**config.mk**
```make
export PLATFORM = sky130hd
export DESIGN_NAME = pid_controller_inc_pos_top
export DESIGN_NICKNAME = d
export VERILOG_FILES = /design/src/sv/pidip_pkg.sv /design/src/sv/pid_controller_inc_pos_top.sv /design/src/sv/pidip_regs.sv /design/src/sv/pidip_mac.sv
export SDC_FILE = /design/constraint.sdc
export NUM_CORES = 2
export LEC_CHECK = 0
export BUFFER_PORTS_ARGS = -buffer_cell sky130_fd_sc_hd__clkbuf_2
export CORE_MARGIN = 2
export CORE_UTILIZATION = 45
export CTS_CLUSTER_SIZE = 28
export DETAILED_ROUTE_END_ITERATION = 12
export SYNTH_ARGS = -nofsm -noshare
export SYNTH_HDL_FRONTEND = slang
export SYNTH_SLANG_ARGS = --single-unit
```
**constraint.sdc**
```tcl
create_clock -name clk -period 29 [get_ports clk]
set_clock_uncertainty 0.05 [all_clocks]
set_input_delay 5.8 -clock clk [delete_from_list [all_inputs] [get_ports clk]]
set_output_delay 5.8 -clock clk [all_outputs]
set_load 0.03 [all_outputs]
```
**src/sv/pidip_pkg.sv**
```systemverilog
// Types and constants shared by the PID controller modules.
package pidip_pkg;

  // Register indexes of the configuration port.
  typedef logic [2:0] cfg_idx_t;
  localparam cfg_idx_t REG_MODE      = 3'd0;
  localparam cfg_idx_t REG_TARGET    = 3'd1;
  localparam cfg_idx_t REG_KP        = 3'd2;
  localparam cfg_idx_t REG_KI        = 3'd3;
  localparam cfg_idx_t REG_KD        = 3'd4;
  localparam cfg_idx_t REG_OUT_SCALE = 3'd5;
  localparam cfg_idx_t REG_OUT_MAX   = 3'd6;
  localparam cfg_idx_t REG_OUT_MIN   = 3'd7;

  // Controller modes.
  localparam logic MODE_INC = 1'b0;
  localparam logic MODE_POS = 1'b1;

  // Datapath widths.
  localparam int unsigned CfgW   = 16;
  localparam int unsigned ChunkW = 24;
  localparam int unsigned TermW  = 48;
  localparam int unsigned MulBW  = 25;
  localparam int unsigned ProdW  = 41;
  localparam int unsigned AccW   = 64;

  // Register file contents.
  typedef struct packed {
    logic               mode;
    logic signed [15:0] target;
    logic signed [15:0] kp;
    logic signed [15:0] ki;
    logic signed [15:0] kd;
    logic signed [15:0] out_scale;
    logic signed [15:0] out_max;
    logic signed [15:0] out_min;
  } cfg_t;

  // Control of the shared multiply-accumulate unit.
  typedef struct packed {
    logic en;       // update the accumulator
    logic load;     // start from the base value instead of the accumulator
    logic hi_half;  // product belongs to the upper operand chunk
  } mac_ctl_t;

endpackage

```
**src/sv/pid_controller_inc_pos_top.sv**
```systemverilog
// PID controller, incremental or positional, with a saturated drive output.
// One measured sample is taken per transfer on the input channel and one drive
// value with its limit flag leaves on the output channel. An item passes
// through these steps before the next input transfer is taken: the error
// differences and error sum, eight passes through the single shared 16 x 25
// multiply-accumulate unit (three gain terms in two operand chunks each, then
// the output scale in two chunks), the upper clamp, and the lower clamp with
// the output load. A result may be stalled while the next item is being worked
// on; a stall that lasts past the end of that work delays the next output load.
// Configuration writes are taken at any time but are meant to happen only
// while the block is idle.
module pid_controller_inc_pos_top import pidip_pkg::*; (
  input  logic               clk,
  input  logic               rst_n,
  input  logic               in_valid,
  output logic               in_stall,
  input  logic signed [15:0] in_actual,
  output logic               out_valid,
  input  logic               out_stall,
  output logic signed [15:0] out_drive,
  output logic               out_at_limit,
  input  logic               cfg_we,
  input  logic [2:0]         cfg_index,
  input  logic [CfgW-1:0]    cfg_wdata
);

  typedef enum logic [2:0] {ST_IDLE, ST_PREP, ST_MUL, ST_CLAMP, ST_DONE} state_t;

  cfg_t                     cfg;
  state_t                   state_r;
  logic [2:0]               step_r;

  logic signed [16:0]       err_now_r;
  logic signed [16:0]       err_prev_r;
  logic signed [16:0]       err_prev2_r;
  logic signed [31:0]       err_sum_r;
  logic signed [TermW-1:0]  out_acc_r;
  logic signed [17:0]       dp_r;
  logic signed [18:0]       dd_r;
  logic signed [TermW-1:0]  term_r;
  logic signed [AccW-1:0]   clamp_r;
  logic                     hit_r;
  logic                     out_valid_r;
  logic signed [15:0]       out_drive_r;
  logic                     out_at_limit_r;

  logic signed [16:0]       err_in;
  logic signed [17:0]       dp_c;
  logic signed [18:0]       dd_c;
  logic signed [32:0]       sum_c;
  logic signed [31:0]       sum_sat;
  logic signed [TermW-1:0]  sel_val;
  logic signed [15:0]       op_a;
  logic signed [MulBW-1:0]  op_b;
  logic signed [AccW-1:0]   mac_base;
  logic signed [AccW-1:0]   acc;
  mac_ctl_t                 mac_ctl;
  logic signed [AccW-1:0]   lim_hi;
  logic signed [AccW-1:0]   lim_lo;
  logic                     below_lo;
  logic signed [AccW-1:0]   final_val;
  logic                     out_free;

  pidip_regs u_regs (
    .clk       (clk),
    .rst_n     (rst_n),
    .cfg_we    (cfg_we),
    .cfg_index (cfg_index),
    .cfg_wdata (cfg_wdata),
    .cfg       (cfg)
  );

  pidip_mac u_mac (
    .clk  (clk),
    .ctl  (mac_ctl),
    .op_a (op_a),
    .op_b (op_b),
    .base (mac_base),
    .acc  (acc)
  );

  // Error of the incoming sample and the differences of the error history.
  assign err_in = {cfg.target[15], cfg.target} - {in_actual[15], in_actual};
  assign dp_c   = {err_now_r[16], err_now_r} - {err_prev_r[16], err_prev_r};
  assign dd_c   = {{2{err_now_r[16]}}, err_now_r}
                - ({{2{err_prev_r[16]}}, err_prev_r} <<< 1)
                + {{2{err_prev2_r[16]}}, err_prev2_r};

  // Error sum with saturation at the 32-bit limits.
  assign sum_c = {err_sum_r[31], err_sum_r} + {{16{err_now_r[16]}}, err_now_r};
  always_comb begin
    if (sum_c[32] != sum_c[31]) begin
      sum_sat = sum_c[32] ? 32'sh8000_0000 : 32'sh7FFF_FFFF;
    end else begin
      sum_sat = sum_c[31:0];
    end
  end

  // Operand selection for each pass of the multiply-accumulate unit.
  always_comb begin
    unique case (step_r[2:1])
      2'd0: begin
        op_a    = cfg.kp;
        sel_val = (cfg.mode == MODE_POS) ? {{31{err_now_r[16]}}, err_now_r}
                                         : {{30{dp_r[17]}}, dp_r};
      end
      2'd1: begin
        op_a    = cfg.ki;
        sel_val = (cfg.mode == MODE_POS) ? {{16{err_sum_r[31]}}, err_sum_r}
                                         : {{31{err_now_r[16]}}, err_now_r};
      end
      2'd2: begin
        op_a    = cfg.kd;
        sel_val = (cfg.mode == MODE_POS) ? {{30{dp_r[17]}}, dp_r}
                                         : {{29{dd_r[18]}}, dd_r};
      end
      default: begin
        op_a    = cfg.out_scale;
        sel_val = step_r[0] ? term_r : acc[TermW-1:0];
      end
    endcase
  end

  // Lower chunk enters unsigned, upper chunk carries the sign.
  assign op_b = step_r[0] ? {sel_val[TermW-1], sel_val[TermW-1:ChunkW]}
                          : {1'b0, sel_val[ChunkW-1:0]};

  // The scale pass starts from the kept accumulator in incremental mode.
  assign mac_base = (step_r == 3'd6 && cfg.mode == MODE_INC)
                  ? {{(AccW-TermW){out_acc_r[TermW-1]}}, out_acc_r}
                  : '0;

  assign mac_ctl.en      = (state_r == ST_MUL);
  assign mac_ctl.load    = (step_r == 3'd0) || (step_r == 3'd6);
  assign mac_ctl.hi_half = step_r[0];

  // Clamp window in the accumulator's signed 64-bit Q48.16 format (48 integer bits including the sign).
  assign lim_hi    = {{32{cfg.out_max[15]}}, cfg.out_max, 16'h0000};
  assign lim_lo    = {{32{cfg.out_min[15]}}, cfg.out_min, 16'h0000};
  assign below_lo  = clamp_r < lim_lo;
  assign final_val = below_lo ? lim_lo : clamp_r;
  assign out_free  = !out_valid_r || !out_stall;

  // Sequencer, state and output register.
  always_ff @(posedge clk) begin
    if (!rst_n) begin
      state_r        <= ST_IDLE;
      step_r         <= 3'd0;
      err_now_r      <= '0;
      err_prev_r     <= '0;
      err_prev2_r    <= '0;
      err_sum_r      <= '0;
      out_acc_r      <= '0;
      out_valid_r    <= 1'b0;
    end else begin
      // A finished item in ST_DONE takes over the output register instead.
      if (out_valid_r && !out_stall && state_r != ST_DONE) begin
        out_valid_r <= 1'b0;
      end
      unique case (state_r)
        ST_IDLE: begin
          if (in_valid) begin
            err_prev2_r <= err_prev_r;
            err_prev_r  <= err_now_r;
            err_now_r   <= err_in;
            state_r     <= ST_PREP;
          end
        end
        ST_PREP: begin
          dp_r <= dp_c;
          dd_r <= dd_c;
          if (cfg.mode == MODE_POS) begin
            err_sum_r <= sum_sat;
          end
          step_r  <= 3'd0;
          state_r <= ST_MUL;
        end
        ST_MUL: begin
          if (step_r == 3'd6) begin
            term_r <= acc[TermW-1:0];
          end
          step_r <= step_r + 3'd1;
          if (step_r == 3'd7) begin
            state_r <= ST_CLAMP;
          end
        end
        ST_CLAMP: begin
          if (acc > lim_hi) begin
            clamp_r <= lim_hi;
            hit_r   <= 1'b1;
          end else begin
            clamp_r <= acc;
            hit_r   <= 1'b0;
          end
          state_r <= ST_DONE;
        end
        ST_DONE: begin
          if (out_free) begin
            out_acc_r      <= final_val[TermW-1:0];
            out_drive_r    <= final_val[31:16];
            out_at_limit_r <= hit_r || below_lo;
            out_valid_r    <= 1'b1;
            state_r        <= ST_IDLE;
          end
        end
        default: state_r <= ST_IDLE;
      endcase
    end
  end

  assign in_stall     = (state_r != ST_IDLE);
  assign out_valid    = out_valid_r;
  assign out_drive    = out_drive_r;
  assign out_at_limit = out_at_limit_r;

endmodule

```
**src/sv/pidip_regs.sv**
```systemverilog
// Configuration register file of the PID controller.
module pidip_regs import pidip_pkg::*; (
  input  logic            clk,
  input  logic            rst_n,
  input  logic            cfg_we,
  input  logic [2:0]      cfg_index,
  input  logic [CfgW-1:0] cfg_wdata,
  output cfg_t            cfg
);

  cfg_t cfg_r;

  // Register writes; the mode register keeps only the lowest data bit.
  always_ff @(posedge clk) begin
    if (!rst_n) begin
      cfg_r.mode      <= MODE_INC;
      cfg_r.target    <= 16'sd0;
      cfg_r.kp        <= 16'sd0;
      cfg_r.ki        <= 16'sd0;
      cfg_r.kd        <= 16'sd0;
      cfg_r.out_scale <= 16'sd256;
      cfg_r.out_max   <= 16'sh7FFF;
      cfg_r.out_min   <= 16'sh8000;
    end else if (cfg_we) begin
      unique case (cfg_idx_t'(cfg_index))
        REG_MODE:      cfg_r.mode      <= cfg_wdata[0];
        REG_TARGET:    cfg_r.target    <= cfg_wdata;
        REG_KP:        cfg_r.kp        <= cfg_wdata;
        REG_KI:        cfg_r.ki        <= cfg_wdata;
        REG_KD:        cfg_r.kd        <= cfg_wdata;
        REG_OUT_SCALE: cfg_r.out_scale <= cfg_wdata;
        REG_OUT_MAX:   cfg_r.out_max   <= cfg_wdata;
        REG_OUT_MIN:   cfg_r.out_min   <= cfg_wdata;
        default:       cfg_r.mode      <= cfg_r.mode;
      endcase
    end
  end

  assign cfg = cfg_r;

endmodule

```
**src/sv/pidip_mac.sv**
```systemverilog
// Shared 16 x 25 signed multiply-accumulate unit with a 64-bit accumulator.
module pidip_mac import pidip_pkg::*; (
  input  logic                   clk,
  input  mac_ctl_t               ctl,
  input  logic signed [15:0]     op_a,
  input  logic signed [MulBW-1:0] op_b,
  input  logic signed [AccW-1:0] base,
  output logic signed [AccW-1:0] acc
);

  logic signed [ProdW-1:0] prod;
  logic signed [AccW-1:0]  prod_ext;
  logic signed [AccW-1:0]  addend;
  logic signed [AccW-1:0]  acc_nxt;
  logic signed [AccW-1:0]  acc_r;

  // Product, aligned to its operand chunk.
  assign prod     = op_a * op_b;
  assign prod_ext = {{(AccW-ProdW){prod[ProdW-1]}}, prod};
  assign addend   = ctl.hi_half ? (prod_ext <<< ChunkW) : prod_ext;

  // Accumulate onto the running sum or onto a fresh base value.
  assign acc_nxt = (ctl.load ? base : acc_r) + addend;

  always_ff @(posedge clk) begin
    if (ctl.en) begin
      acc_r <= acc_nxt;
    end
  end

  assign acc = acc_r;

endmodule

```
==> results.md <==
* Largest net degree at the start of global routing at 90
* Fin crit period at 12.88 ns
* Post-Layout Cell Count at 6192
* Clk buf depth at 3
* Setup Fix Bufs, Post-CTS at 0
* Ports at 59
* Syn nets at 5737
* Status: finished, final reports clean
* Crit path kind: reg2reg
* Placer Congestion at 0.941
* Vias in the first global route at 33900
* Power Density at 52.9 nW/um^2
* Max Cap Viol at 0
* Sequential cell area fraction in the yosys report at 26.1%
* Drc violations at 0
* Sink Count at 458
* First-pass GRT wire length at 204 mm
* Flop-to-flop setup slack at 16.12 ns
* Avg Inst Size Synth at 8.72 um^2
* Final ANT Viol Nets at 0
* Type of the worst min-delay path: reg2reg
* CP Max Fanout at 58
* Drt total wl at 130 mm
* Vias per inst at 5.59
* Total number of H-tree levels at 2
* Total core area at 95000 um^2
* Worst R2R Start: step_r[1]$_SDFFE_PN0P_
* Post-CTS sizing at 0
* Final net count at 5677
* Die ar. at 98300 um^2
* WP data arrival at 13.19 ns
* Initial antenna violation count at 0
* Layout cell share with drive strength beyond 1 at 6.94%
* Die width at 314 um
* Hold Startpoint: out_acc_r[0]$_SDFFE_PN0P_
* Standard-cell rows at 113
* Cell variety after synth at 79
* Die Span Y at 314 um
* Most frequent CP cell: fa_1
* Hpwl dp at 99.4 mm
* Max-slew violations at 0
* Worst Max-Slew Pin Slew at 1.33 ns
* Worst-Skew Late Latency at 0.64 ns
* P&R area growth vs syn at 7.68%
* Most common flop cell mapped by yosys: dfxtp_1
* Slew HR at 9.37%
* Cts bufs inserted at 50
* CTS Hold Bufs at 0
* Fin. Hold Viols at 0
* Delay of the slowest cell on the worst path at 1.15 ns
* Final Cycle Share at 44.4%
* Vias after detailed routing at 34600
* # port buffers at 58
* Startpoint class of the critical path: flip-flop
* Bufs and invs on worst path at 7
* Final setup fails at 0
* CTS tree: yes
* First-pass DRT Iterations at 6
* Placement Setup Slack at 16.30 ns
* Crit path capture type: flip-flop
* Leak at 21.1 nW
* Total grt overflow at 0
* Root Buffer: clkbuf_16
* Maximum vdd drop at 44.2 uV
* Worst-path clk slew at 0.06 ns
* Warnings, synthesis at 0
* Routed wire per std cell at 21.1 um
* Synthesized area at 43100 um^2
* Initial Util at 45.4%
* CP required at 29.31 ns
* CP Launch Point: step_r[1]$_SDFFE_PN0P_
* F_max at 77.6 MHz
* Synthesized flop and latch total at 458
* RSZ-0062 raised after global routing: no
* CP max stage cell: a2111oi_0
* Asr flop ratio synth at 0%
* Worst Slack Setup Final at 16.12 ns
* Hold WS at 0.402 ns
* DRT iter0 DRCs at 2995
* Post-synth EDFFs at 207
* Syn Inst Count at 4943
* Tot GR Track Use at 26.9%
* Placed cells at 6096
* Setup TNS at 0 ns
* Delay-heaviest family, CP: compound AO/OA/AOI/OAI gates
-- cells by family after synthesis --
logic type | count (synthesis) | synth area share, %
compound gates | 1159 | 16.8
xor+xnor | 167 | 3.41
flops | 458 | 26.1
fa+ha+maj | 783 | 29.8
simple gates | 1445 | 14.4
mux | 72 | 1.94
buf+inv | 859 | 7.55
-- final cells by class --
cell class / count / area, um^2
antenna: 2 / 5.00
fill: 9192 / 48600
sequential: 458 / 11300
tap: 1265 / 1580
timing repair buffer: 112 / 696
clock inverter: 22 / 275
multi-input combinational: 3626 / 28800
inverter: 635 / 2390
clock buffer: 72 / 1470
-- metal layers --
layer	up-vias	GRT usage [%]	wire length, um
met3	148	5.24	9610
met5	-	0	0
met2	1068	40.3	55900
li1	16400	-	-
met1	17000	39.7	61600
met4	0	6.87	3300
-- tightest hold or removal path: cells and delay by family (launching register included) --
kind / cells / cell delay (ns)
simple gates: 1 / 0.05
flops: 1 / 0.31
compound gates: 1 / 0.05
-- sequential cells by signal, summed over array words and instances, names as in the netlist, 3 cells and up --
signal / cells
u_mac.acc: 64
dp_r: 18
out_acc_r: 48
term_r: 24
out_drive: 16
step_r: 3
err_now_r: 17
err_sum_r: 32
clamp_r: 64
err_prev2_r: 17
u_regs.cfg: 113
dd_r: 19
err_prev_r: 17
state_r: 3
-- cell usage after synthesis (59+ instances only) --
cell	count	area share, %
clkbuf_1	189	1.6
dfxtp_1	251	12
nand2_1	666	5.8
nor3_1	59	0.68
inv_1	631	5.5
edfxtp_1	207	14
xnor2_1	110	2.2
nor2_1	411	3.6
a21o_1	185	3.2
a21oi_1	432	5.0
fa_1	410	19
ha_1	344	10
o21ai_0	200	2.3
-- metrics by stage --
stage               cell area [um^2]  util (%)  power, mW
floorplan                      43100         -       1.46
global placement               44700      47.0       1.76
detailed placement             44700      47.0       1.77
CTS                            46400      48.9       2.46
global route                   46400      48.9       2.59
finish                         46400      48.9       2.46
-- worst paths after layout --
check | to | cells past startpoint
worst max-delay path | u_mac.acc[62]$_DFFE_PP_ | 40
worst min-delay path | out_acc_r[0]$_SDFFE_PN0P_ | 2
worst max register to register | u_mac.acc[62]$_DFFE_PP_ | 40
worst min register to register | out_acc_r[0]$_SDFFE_PN0P_ | 2
-- power by group --
group	switching, mW	total, mW	leakage [nW]	internal [mW]
clock network	0.286	0.683	0.866	0.397
registers	0.0762	0.845	3.94	0.768
logic	0.609	0.930	16.3	0.321
-- cell usage in the layout, fill, tap and decap left out, types with 37 or more instances in the layout --
cell and count:
buf_4 54, dfxtp_1 247, o21ai_0 196, a21o_1 185, a21oi_1 431, clkbuf_2 58
and2_1 52, nand4_1 37, nand3_1 56, ha_1 344, nor3_1 58, nand2b_1 48
nand2_1 665, xor2_1 56, xnor2_1 110, nor2b_1 47, a22o_1 46, edfxtp_1 207
o21a_1 49, nor2_1 408, clkbuf_16 51, inv_1 630, fa_1 410
(Power assumes the default switching activity.)
